<file path="src/rtl/core/mee_pkg.sv">
package mee_pkg;

    localparam int FX_BITS       = 64;
    localparam int FRAC_BITS     = 56;
    localparam int COORD_BITS    = 12;
    localparam int COUNT_BITS    = 16;
    localparam int INV_BITS      = 63;
    localparam int HALF_BITS     = FX_BITS / 2;
    localparam int PROD_BITS     = 2 * FX_BITS;
    localparam int CFG_IDX_BITS  = 3;
    localparam int CFG_DATA_BITS = 64;

    typedef logic signed [FX_BITS-1:0] fx_t;

    localparam fx_t FX_MAX = {1'b0, {(FX_BITS-1){1'b1}}};
    localparam fx_t FX_MIN = {1'b1, {(FX_BITS-1){1'b0}}};
    localparam fx_t FOUR   = fx_t'(64'sd4 <<< FRAC_BITS);

    // Register indexes of the configuration port.
    typedef enum logic [CFG_IDX_BITS-1:0] {
        REG_RE_START,
        REG_RE_SPAN,
        REG_IM_START,
        REG_IM_SPAN,
        REG_INV_WIDTH,
        REG_INV_HEIGHT,
        REG_ITER_LIMIT
    } cfg_idx_t;

    localparam fx_t                   RST_RE_START   = -64'sd135107988821114880;
    localparam fx_t                   RST_RE_SPAN    = 64'sd270215977642229760;
    localparam fx_t                   RST_IM_START   = -64'sd81064793292668928;
    localparam fx_t                   RST_IM_SPAN    = 64'sd162129586585337856;
    localparam logic [INV_BITS-1:0]   RST_INV_WIDTH  = 63'd48038396025285;
    localparam logic [INV_BITS-1:0]   RST_INV_HEIGHT = 63'd80063993375475;
    localparam logic [COUNT_BITS-1:0] RST_ITER_LIMIT = COUNT_BITS'(200);

    typedef struct packed {
        fx_t                   re_start;
        fx_t                   re_span;
        fx_t                   im_start;
        fx_t                   im_span;
        logic [INV_BITS-1:0]   inv_width;
        logic [INV_BITS-1:0]   inv_height;
        logic [COUNT_BITS-1:0] iter_limit;
    } cfg_regs_t;

    // Request to the shared multiplier: frac_shift selects a fixed-point product
    // (shift right by FRAC_BITS) rather than an integer product.
    typedef struct packed {
        logic start;
        fx_t  a;
        fx_t  b;
        logic frac_shift;
    } mul_req_t;

    typedef struct packed {
        logic done;
        fx_t  product;
    } mul_rsp_t;

    function automatic fx_t sat_add(fx_t a, fx_t b);
        logic [FX_BITS-1:0] s;
        s = a + b;
        if ((a[FX_BITS-1] == b[FX_BITS-1]) && (s[FX_BITS-1] != a[FX_BITS-1]))
            return a[FX_BITS-1] ? FX_MIN : FX_MAX;
        return fx_t'(s);
    endfunction

    function automatic fx_t sat_sub(fx_t a, fx_t b);
        logic [FX_BITS-1:0] s;
        s = a - b;
        if ((a[FX_BITS-1] != b[FX_BITS-1]) && (s[FX_BITS-1] != a[FX_BITS-1]))
            return a[FX_BITS-1] ? FX_MIN : FX_MAX;
        return fx_t'(s);
    endfunction

endpackage

</file>
<file path="src/rtl/core/mee_channels.sv">


interface mee_cfg_if;
    import mee_pkg::*;

    logic                     valid;
    logic                     ready;
    logic [CFG_IDX_BITS-1:0]  index;
    logic [CFG_DATA_BITS-1:0] data;

    modport source (output valid, output index, output data, input ready);
    modport sink   (input valid, input index, input data, output ready);
endinterface

</file>
<file path="src/rtl/core/mee_cfg_regs.sv">
module mee_cfg_regs (
    input  logic               clk,
    input  logic               rst_n,
    mee_cfg_if.sink            cfg,
    output mee_pkg::cfg_regs_t regs
);
    import mee_pkg::*;

    cfg_regs_t regs_reg;

    assign cfg.ready = 1'b1;
    assign regs      = regs_reg;

    always_ff @(posedge clk or negedge rst_n)
    begin
        if (!rst_n)
        begin
            regs_reg.re_start   <= RST_RE_START;
            regs_reg.re_span    <= RST_RE_SPAN;
            regs_reg.im_start   <= RST_IM_START;
            regs_reg.im_span    <= RST_IM_SPAN;
            regs_reg.inv_width  <= RST_INV_WIDTH;
            regs_reg.inv_height <= RST_INV_HEIGHT;
            regs_reg.iter_limit <= RST_ITER_LIMIT;
        end
        else if (cfg.valid)
        begin
            // Writes to an index beyond the register list are dropped.
            case (cfg_idx_t'(cfg.index))
                REG_RE_START:   regs_reg.re_start   <= fx_t'(cfg.data);
                REG_RE_SPAN:    regs_reg.re_span    <= fx_t'(cfg.data);
                REG_IM_START:   regs_reg.im_start   <= fx_t'(cfg.data);
                REG_IM_SPAN:    regs_reg.im_span    <= fx_t'(cfg.data);
                REG_INV_WIDTH:  regs_reg.inv_width  <= cfg.data[INV_BITS-1:0];
                REG_INV_HEIGHT: regs_reg.inv_height <= cfg.data[INV_BITS-1:0];
                REG_ITER_LIMIT: regs_reg.iter_limit <= cfg.data[COUNT_BITS-1:0];
                default: ;
            endcase
        end
    end

endmodule

</file>
<file path="src/flat_wrapper.sv">
// flat-port wrapper written by rule: the top's interface ports become plain ports
module mee_cfg_regs_flat import mee_pkg::*;
  (clk, rst_n, regs, cfg_valid, cfg_index, cfg_data, cfg_ready);
  mee_cfg_if cfg_i ();
  input  logic clk;
  input  logic rst_n;
  output mee_pkg::cfg_regs_t regs;
  input wire logic [$bits(cfg_i.valid)-1:0] cfg_valid;
  input wire logic [$bits(cfg_i.index)-1:0] cfg_index;
  input wire logic [$bits(cfg_i.data)-1:0] cfg_data;
  output wire logic [$bits(cfg_i.ready)-1:0] cfg_ready;
  assign cfg_i.valid = cfg_valid;
  assign cfg_i.index = cfg_index;
  assign cfg_i.data = cfg_data;
  assign cfg_ready = cfg_i.ready;
  mee_cfg_regs u_core (.clk(clk), .rst_n(rst_n), .cfg(cfg_i), .regs(regs));
endmodule
</file>
<file path="config.mk">
export PLATFORM = sky130hd
export DESIGN_NAME = mee_cfg_regs_flat
export DESIGN_NICKNAME = d
export VERILOG_FILES = /design/src/rtl/core/mee_pkg.sv /design/src/rtl/core/mee_channels.sv /design/src/rtl/core/mee_cfg_regs.sv /design/src/flat_wrapper.sv
export SDC_FILE = /design/constraint.sdc
export NUM_CORES = 1
export LEC_CHECK = 0
export ABC_AREA = 1
export BUFFER_PORTS_ARGS = -buffer_cell sky130_fd_sc_hd__clkbuf_2
export CORE_MARGIN = 5
export CORE_UTILIZATION = 53
export CTS_BUF_LIST = sky130_fd_sc_hd__clkbuf_4
export CTS_CLUSTER_SIZE = 24
export DETAILED_ROUTE_END_ITERATION = 7
export PLACE_DENSITY = 0.79
export SYNTH_ARGS = -nofsm -noshare
export SYNTH_HDL_FRONTEND = slang
export SYNTH_SLANG_ARGS = --single-unit
</file>
<file path="constraint.sdc">
create_clock -name clk -period 0.8 [get_ports clk]
set_clock_uncertainty 0.05 [all_clocks]
set_input_delay 0.16 -clock clk [delete_from_list [all_inputs] [get_ports clk]]
set_output_delay 0.16 -clock clk [all_outputs]
set_load 0.01 [all_outputs]
</file>
Yosys cells after proc, flatten, opt, wreduce, memory -nomap -nowiden. Cells that the tools add are included.

Reduce and logical (&&, ||, !) cells: 8. Equality and inequality tests: 6.

Operators with widths (count): 2-bit AND reduction (7); 3-bit == test (second input constant) (3); 3-bit by 2-bit == test with 1-bit output (second input constant) (2); 3-bit by 1-bit == test with 1-bit output (second input constant) (1); 3-bit zero test (1).

Flip-flop bits (word level): 398. Word-level logic and storage cells: 21. Input port bits: 70.

Logic depth before layout (Yosys ltp). Gate-level depths: netlist of the first run.

Depth after elaboration: 2. Depth in mapped cells: 7. Depth with buffers taken out: 5.

Least setup slack after synthesis of the first run. OpenSTA, ideal clock, no wires.

Path type: input to register. From: input port cfg_valid. To: register u_core.regs_reg, in the netlist u_core.regs[273]. Path slack: -0.243 ns. Data required time: 0.633 ns. Arrival time: 0.876 ns. Stages on the path: 6. Setup time: 0.117 ns. Cells stage by stage: inv_1 nor2_2 nand2_1 clkbuf_1 nand2_1 nand2_1.

Word-level cells in the longest chain between the ends: 1.

RTL lines: start: declaration (line flat_wrapper.sv:8) `input wire logic [$bits(cfg_i.valid)-1:0] cfg_valid;`; 2-bit AND reduction (no line); end: declaration (line mee_cfg_regs.sv:9) `cfg_regs_t regs_reg;`.

No other way between the ends. A chain may end at the register's enable or synchronous reset.

Worst setup path in the final report of the first run.
From: register u_core.regs_reg, in the netlist u_core.regs[48]. To: output port regs[48] (netlist bit).

RTL lines: end: declaration (line flat_wrapper.sv:7) `output mee_pkg::cfg_regs_t regs;`.

No word-level cell between the ends.

==> results of run 1 <==
[metal layers]
metal	global-route usage	vias up	wire length [um]
li1	-	7146	-
met1	0.428	8537	23200
met2	0.575	2013	34300
met3	0.0977	615	10200
met4	0.219	0	7770
met5	0	-	0
[cell type report]
type / instances / area (um2) / area share
flip-flops and latches: 398 / 10100 / 0.410
repair buffers: 845 / 7430 / 0.303
multi-input cells: 1214 / 5240 / 0.214
clock buffers: 146 / 1100 / 0.0447
well taps: 384 / 480 / 0.0196
clock inverters: 35 / 181 / 0.00740
inverters: 6 / 30.0 / 0.00122
diodes: 2 / 5.00 / 0.000204
[final timing paths]
kind | start | end | depth (start not counted)
setup / recovery | u_core.regs[48]$_DFFE_PN1P_ | regs[48] | 1
hold / removal | cfg_index[0] | u_core.regs[269]$_DFFE_PN1P_ | 5
setup reg to reg | u_core.regs[183]$_DFFE_PN0P_ | u_core.regs[183]$_DFFE_PN0P_ | 4
hold reg to reg | u_core.regs[38]$_DFFE_PN1P_ | u_core.regs[38]$_DFFE_PN1P_ | 2
max in group asynchronous | rst_n | u_core.regs[110]$_DFFE_PN1P_ | 5
min in group asynchronous | rst_n | u_core.regs[111]$_DFFE_PN0P_ | 3
[layout by cell type (no fill, tap or decap), types with 8 or more instances in the layout]
cell type	n
buf_12	42
buf_2	8
buf_4	189
buf_6	238
buf_8	24
clkbuf_2	273
clkbuf_4	147
clkinv_1	26
dfrtp_1	321
dfstp_2	77
dlygate4sd3_1	66
nand2_1	844
nand2_2	99
nand3_1	255
[logic make-up after synthesis]
| logic type | synth area share |
|---|---|
| other cells | 0.000242 |
| simple gates | 0.315 |
| flops | 0.648 |
| buf+inv | 0.0366 |
[power breakdown]
part           internal, uW  switching (uW)  total [uW]
combinational         10000           10100       20100
clock                  8750            9430       18200
sequential            24500            3400       27900
[synthesized netlist by cell type]
cell / number
buf_4: 8
nand2_1: 950
inv_1: 5
dfrtp_1: 321
nand2_2: 1
dfstp_2: 77
clkbuf_1: 7
buf_1: 1
conb_1: 1
nand3_1: 255
inv_2: 1
buf_2: 91
nor2_1: 2
nor2_2: 5
[timing repair]
action / in CTS / in global routing
setup endpoints to repair: 398 / 588
pin swaps: 0 / 56
buffers inserted: 111 / 130
gates resized for setup: 30 / 603
endpoints found under the hold margin: 796 / 13
[stage by stage]
step	std cells	TNS, ps	worst slack (ps)	instance area, um2
finish	3030	-280190	-964	24500
global route	3030	-305750	-1000	24500
CTS	2928	-324110	-885	22200
detailed placement	2569	-187300	-558	19200
global placement	2569	-173260	-491	19200
floorplan	1725	-44950	-159	15700
==> metrics.yaml, run 1 <==
critical_path:
  arrival_ps: 1550
  crit_type: "reg -> out"
  cpPeakStageDelay_ps: 660
  path_max_fanout: 2
  path_cells: "buf_6"
  cp_slowest_cell: "dfstp_2"
  worstSetupEndpointType: "primary output"
  reg2reg_slack_ps: -210
  cp.required_ps: 590
  critPathTopFamily: "flip-flops"
  critPathBufInv: 1
  startpoint_type: "flip-flop"
logic_synthesis:
  synth.yosys.seq_area_share: 0.648
  ys_seq_elements: 398
  synth_area_mm2: 0.0155
  syn_inst: 1725
  synth_area_leaders: "dfrtp_1, nand2_1, dfstp_2, nand3_1, buf_2"
  syn_area_per_cell_um2: 8.99
  synth_top_cell_area_share: 0.518
  ys_types: 14
  yosys_warnings: 0
  synth_area_leader_cell: "dfrtp_1"
  synth_nets: 1795
clock_network:
  root_buffer: "clkbuf_4"
  cts_inserted_buffers: 98
  cts_max_path_buffers: 3
  cts_tree: "built"
  htree_levels: 3
  insertion_delay_ps: 750
  hold_buffers: 67
  clk_pin_slew_worst_paths_ps: 90
  clkSinkCount: 398
detailed_routing:
  drt_first_iter_violations: 2418
  via_per_inst: 6.04
  vias: 18311
  wl_mm: 75.5
  wire_per_inst_um: 24.9
  drt_first_pass_iters: 8
  drc: 9
  postRouteAntennaNets: 0
run_status:
  status: "finished, violations left"
  violations: "design-rule violations, negative hold slack, negative setup slack"
timing:
  rsz0062_at_grt: "true"
  fin_ws_ps: -964
  finalHoldViolCount: 2
  period_needed_ps: 1760
  setup_viol: 558
  post-route-period-util: 2.21
  drv_slew: 0
  holdWs_ps: -69.6
  fmax_mhz: 567
placed_design:
  dp_hpwl_mm: 37.7
  gp_congestion: 0.884
  portBuffers: 467
finish:
  num-fill-cells: 1226
  largest_reg_flops: 398
  nets: 2633
  syn2layout_area_growth_pct: 58.0
  drive_above_1_share: 0.426
  fin_util: 0.852
global_routing:
  grt_pass1_vias: 16758
  grt_max_degree: 52
  antenna_found_initial: 2
  grt_pass1_wl_mm: 92.8
  grt_use_total: 0.357
  grt-ovfl-total: 0
die:
  io_pins: 469
  rows: 62
  initial_core_util: 0.539
  die_w_um: 181
  die_h_um: 181
  die_area_mm2: 0.0328
  core-area_mm2: 0.0288
power:
  ir_drop_mv: 1.63
  p_per_area_mw_per_mm2: 2700
  power.total_uw: 66200
  p_leak_uw: 0.0135
job:
  cap_violations: 0
hold_path:
  hold_class: "in -> reg"
Power figures use the tool's default switching activity.
==> inputs of run 2 (changes only) <==
--- a/config.mk
+++ b/config.mk
@@ -12,6 +12,7 @@
 export CTS_BUF_LIST = sky130_fd_sc_hd__clkbuf_4
 export CTS_CLUSTER_SIZE = 24
 export DETAILED_ROUTE_END_ITERATION = 7
+export GPL_TIMING_DRIVEN = 0
 export PLACE_DENSITY = 0.79
 export SYNTH_ARGS = -nofsm -noshare
 export SYNTH_HDL_FRONTEND = slang
==> run 2 against run 1 <==
The run ends with negative hold slack, negative setup slack left; clock power is essentially flat; total power down 3.3%; cell count increased by 0.30%; via count down 5.8%; sequential power is 2% lower; die area did not move; worst setup slack better by 120 ps; clock-buffer cell count rose by 19; sequential cell count is the same; global-route usage decreased by 0.99 points; critical path type unchanged.
==> metrics.yaml, run 2 (same netlist as run 1, synthesis figures left out) <==
run_status:
  status: "finished, violations left"
  violations: "negative hold slack, negative setup slack"
detailed_routing:
  postRouteAntennaNets: 0
  wire_per_inst_um: 22.2
  via_per_inst: 5.68
  vias: 17258
  drt_first_pass_iters: 6
  drc: 0
  drt_first_iter_violations: 1929
  wl_mm: 67.6
clock_network:
  cts_max_path_buffers: 3
  clk_pin_slew_worst_paths_ps: 80
  root_buffer: "clkbuf_4"
  cts_tree: "built"
  clkSinkCount: 398
  cts_inserted_buffers: 99
  htree_levels: 3
  insertion_delay_ps: 700
timing:
  fmax_mhz: 606
  rsz0062_at_grt: "true"
  post-route-period-util: 2.06
  tightest_slew_ps: 601
  fin_ws_ps: -849
  drv_slew: 0
  holdWs_ps: -135
  finalHoldViolCount: 12
  setup_viol: 932
  max_slew_margin: 0.599
  period_needed_ps: 1650
global_routing:
  grt_use_total: 0.347
  grt_pass1_wl_mm: 89.5
  grt_pass1_vias: 15860
  antenna_found_initial: 4
  grt-ovfl-total: 0
  grt_max_degree: 118
critical_path:
  worstSetupEndpointType: "primary output"
  arrival_ps: 1440
  critPathBufInv: 1
  path_max_fanout: 2
  cp_slowest_cell: "dfstp_2"
  startpoint_type: "flip-flop"
  cp.required_ps: 590
  critPathTopFamily: "flip-flops"
  path_cells: "buf_8"
  crit_type: "reg -> out"
  cpPeakStageDelay_ps: 560
die:
  die_w_um: 181
  initial_core_util: 0.539
  rows: 62
  die_h_um: 181
  core-area_mm2: 0.0288
  io_pins: 469
  die_area_mm2: 0.0328
finish:
  num-fill-cells: 1545
  syn2layout_area_growth_pct: 52.0
  final_common_cell: "nand2_1"
  nets: 2636
  final_area_mm2: 0.0236
  drive_above_1_share: 0.394
  largest_reg_flops: 398
  layout_common_cells: "nand2_1, dfrtp_1, clkbuf_2"
  fin_util: 0.819
placed_design:
  portBuffers: 467
  pre_cts_ws_ps: -1040
  placed_area_mm2: 0.0186
  gp_congestion: 0.882
  dp_hpwl_mm: 37.6
power:
  ir_drop_mv: 1.62
  power.total_uw: 64000
  p_leak_uw: 0.0133
  p_per_area_mw_per_mm2: 2710
hold_path:
  hold_class: "in -> reg"
job:
  cap_violations: 0
==> run 2: changes by cell type in the layout (fill, tap and decap cells not counted), sizes merged <==
cell | previous run | this run
clkbuf | 424 | 447
clkinv | 33 | 17
diode | 2 | 5
buf | 501 | 499
clkinvlp | 0 | 2
bufinv | 1 | 0
dlygate4sd3 | 66 | 65
dlymetal6s4s | 0 | 1
==> run 2: layer usage <==
layer | track usage | share of wire | vias up
li1 | - | - | 7165
met1 | 0.412 | 0.33 | 8314
met2 | 0.570 | 0.48 | 1368
met3 | 0.101 | 0.11 | 411
met4 | 0.190 | 0.080 | 0
met5 | 0 | 0 | -
==> run 2: repair_timing <==
item                                    4_1_cts  5_1_grt
gates cloned                                  1        4
buffers inserted                             97      102
hold endpoints to repair                    698      104
endpoints found under the setup margin      554      892
pin swaps                                     2        0
hold buffers                                 65        1
gates resized for setup                      50      421
==> run 2: worst paths after layout <==
| path | start | end | slack [ps] | cells after the start |
|---|---|---|---|---|
| worst max register to register | u_core.regs[188]$_DFFE_PN0P_ | u_core.regs[188]$_DFFE_PN0P_ | -330 | 4 |
| min in group asynchronous | rst_n | u_core.regs[73]$_DFFE_PN0P_ | 330 | 3 |
| worst max-delay path | u_core.regs[264]$_DFFE_PN1P_ | regs[264] | -850 | 1 |
| worst min register to register | u_core.regs[362]$_DFFE_PN0P_ | u_core.regs[362]$_DFFE_PN0P_ | 420 | 2 |
| max in group asynchronous | rst_n | u_core.regs[269]$_DFFE_PN1P_ | -540 | 5 |
| worst min-delay path | cfg_index[1] | u_core.regs[3]$_DFFE_PN1P_ | -130 | 5 |
==> run 2: layout make-up <==
class                           instances  area, um2  share of cell area
Sequential cell                       398      10100               0.426
Clock inverter                         20       95.1             0.00403
Inverter                                6       30.0             0.00127
Antenna cell                            5       12.5            0.000531
Timing Repair Buffer                  740       6050               0.256
Multi-Input combinational cell       1214       4960               0.210
Buffer                                107        664              0.0282
Clock buffer                          165       1240              0.0525
Tap cell                              384        480              0.0204
==> run 2: per-stage QoR <==
step / hold slack [ps] / TNS, ps / instances
2_1_floorplan: -186 / -44950 / 1725
3_3_place_gp: 368 / -3622380 / 2576
3_5_place_dp: 310 / -507490 / 2579
4_1_cts: -172 / -366630 / 2927
5_1_grt: -154 / -442440 / 3038
6_report: -135 / -398010 / 3039
==> run 2: power by group <==
group	leakage [uW]	switching, uW	total [uW]	internal (uW)
Sequential	0.00484	2940	27400	24500
Combinational	0.00769	9300	18500	9190
Clock	0.000800	8790	18100	9310
Total	0.0133	21000	64000	43000
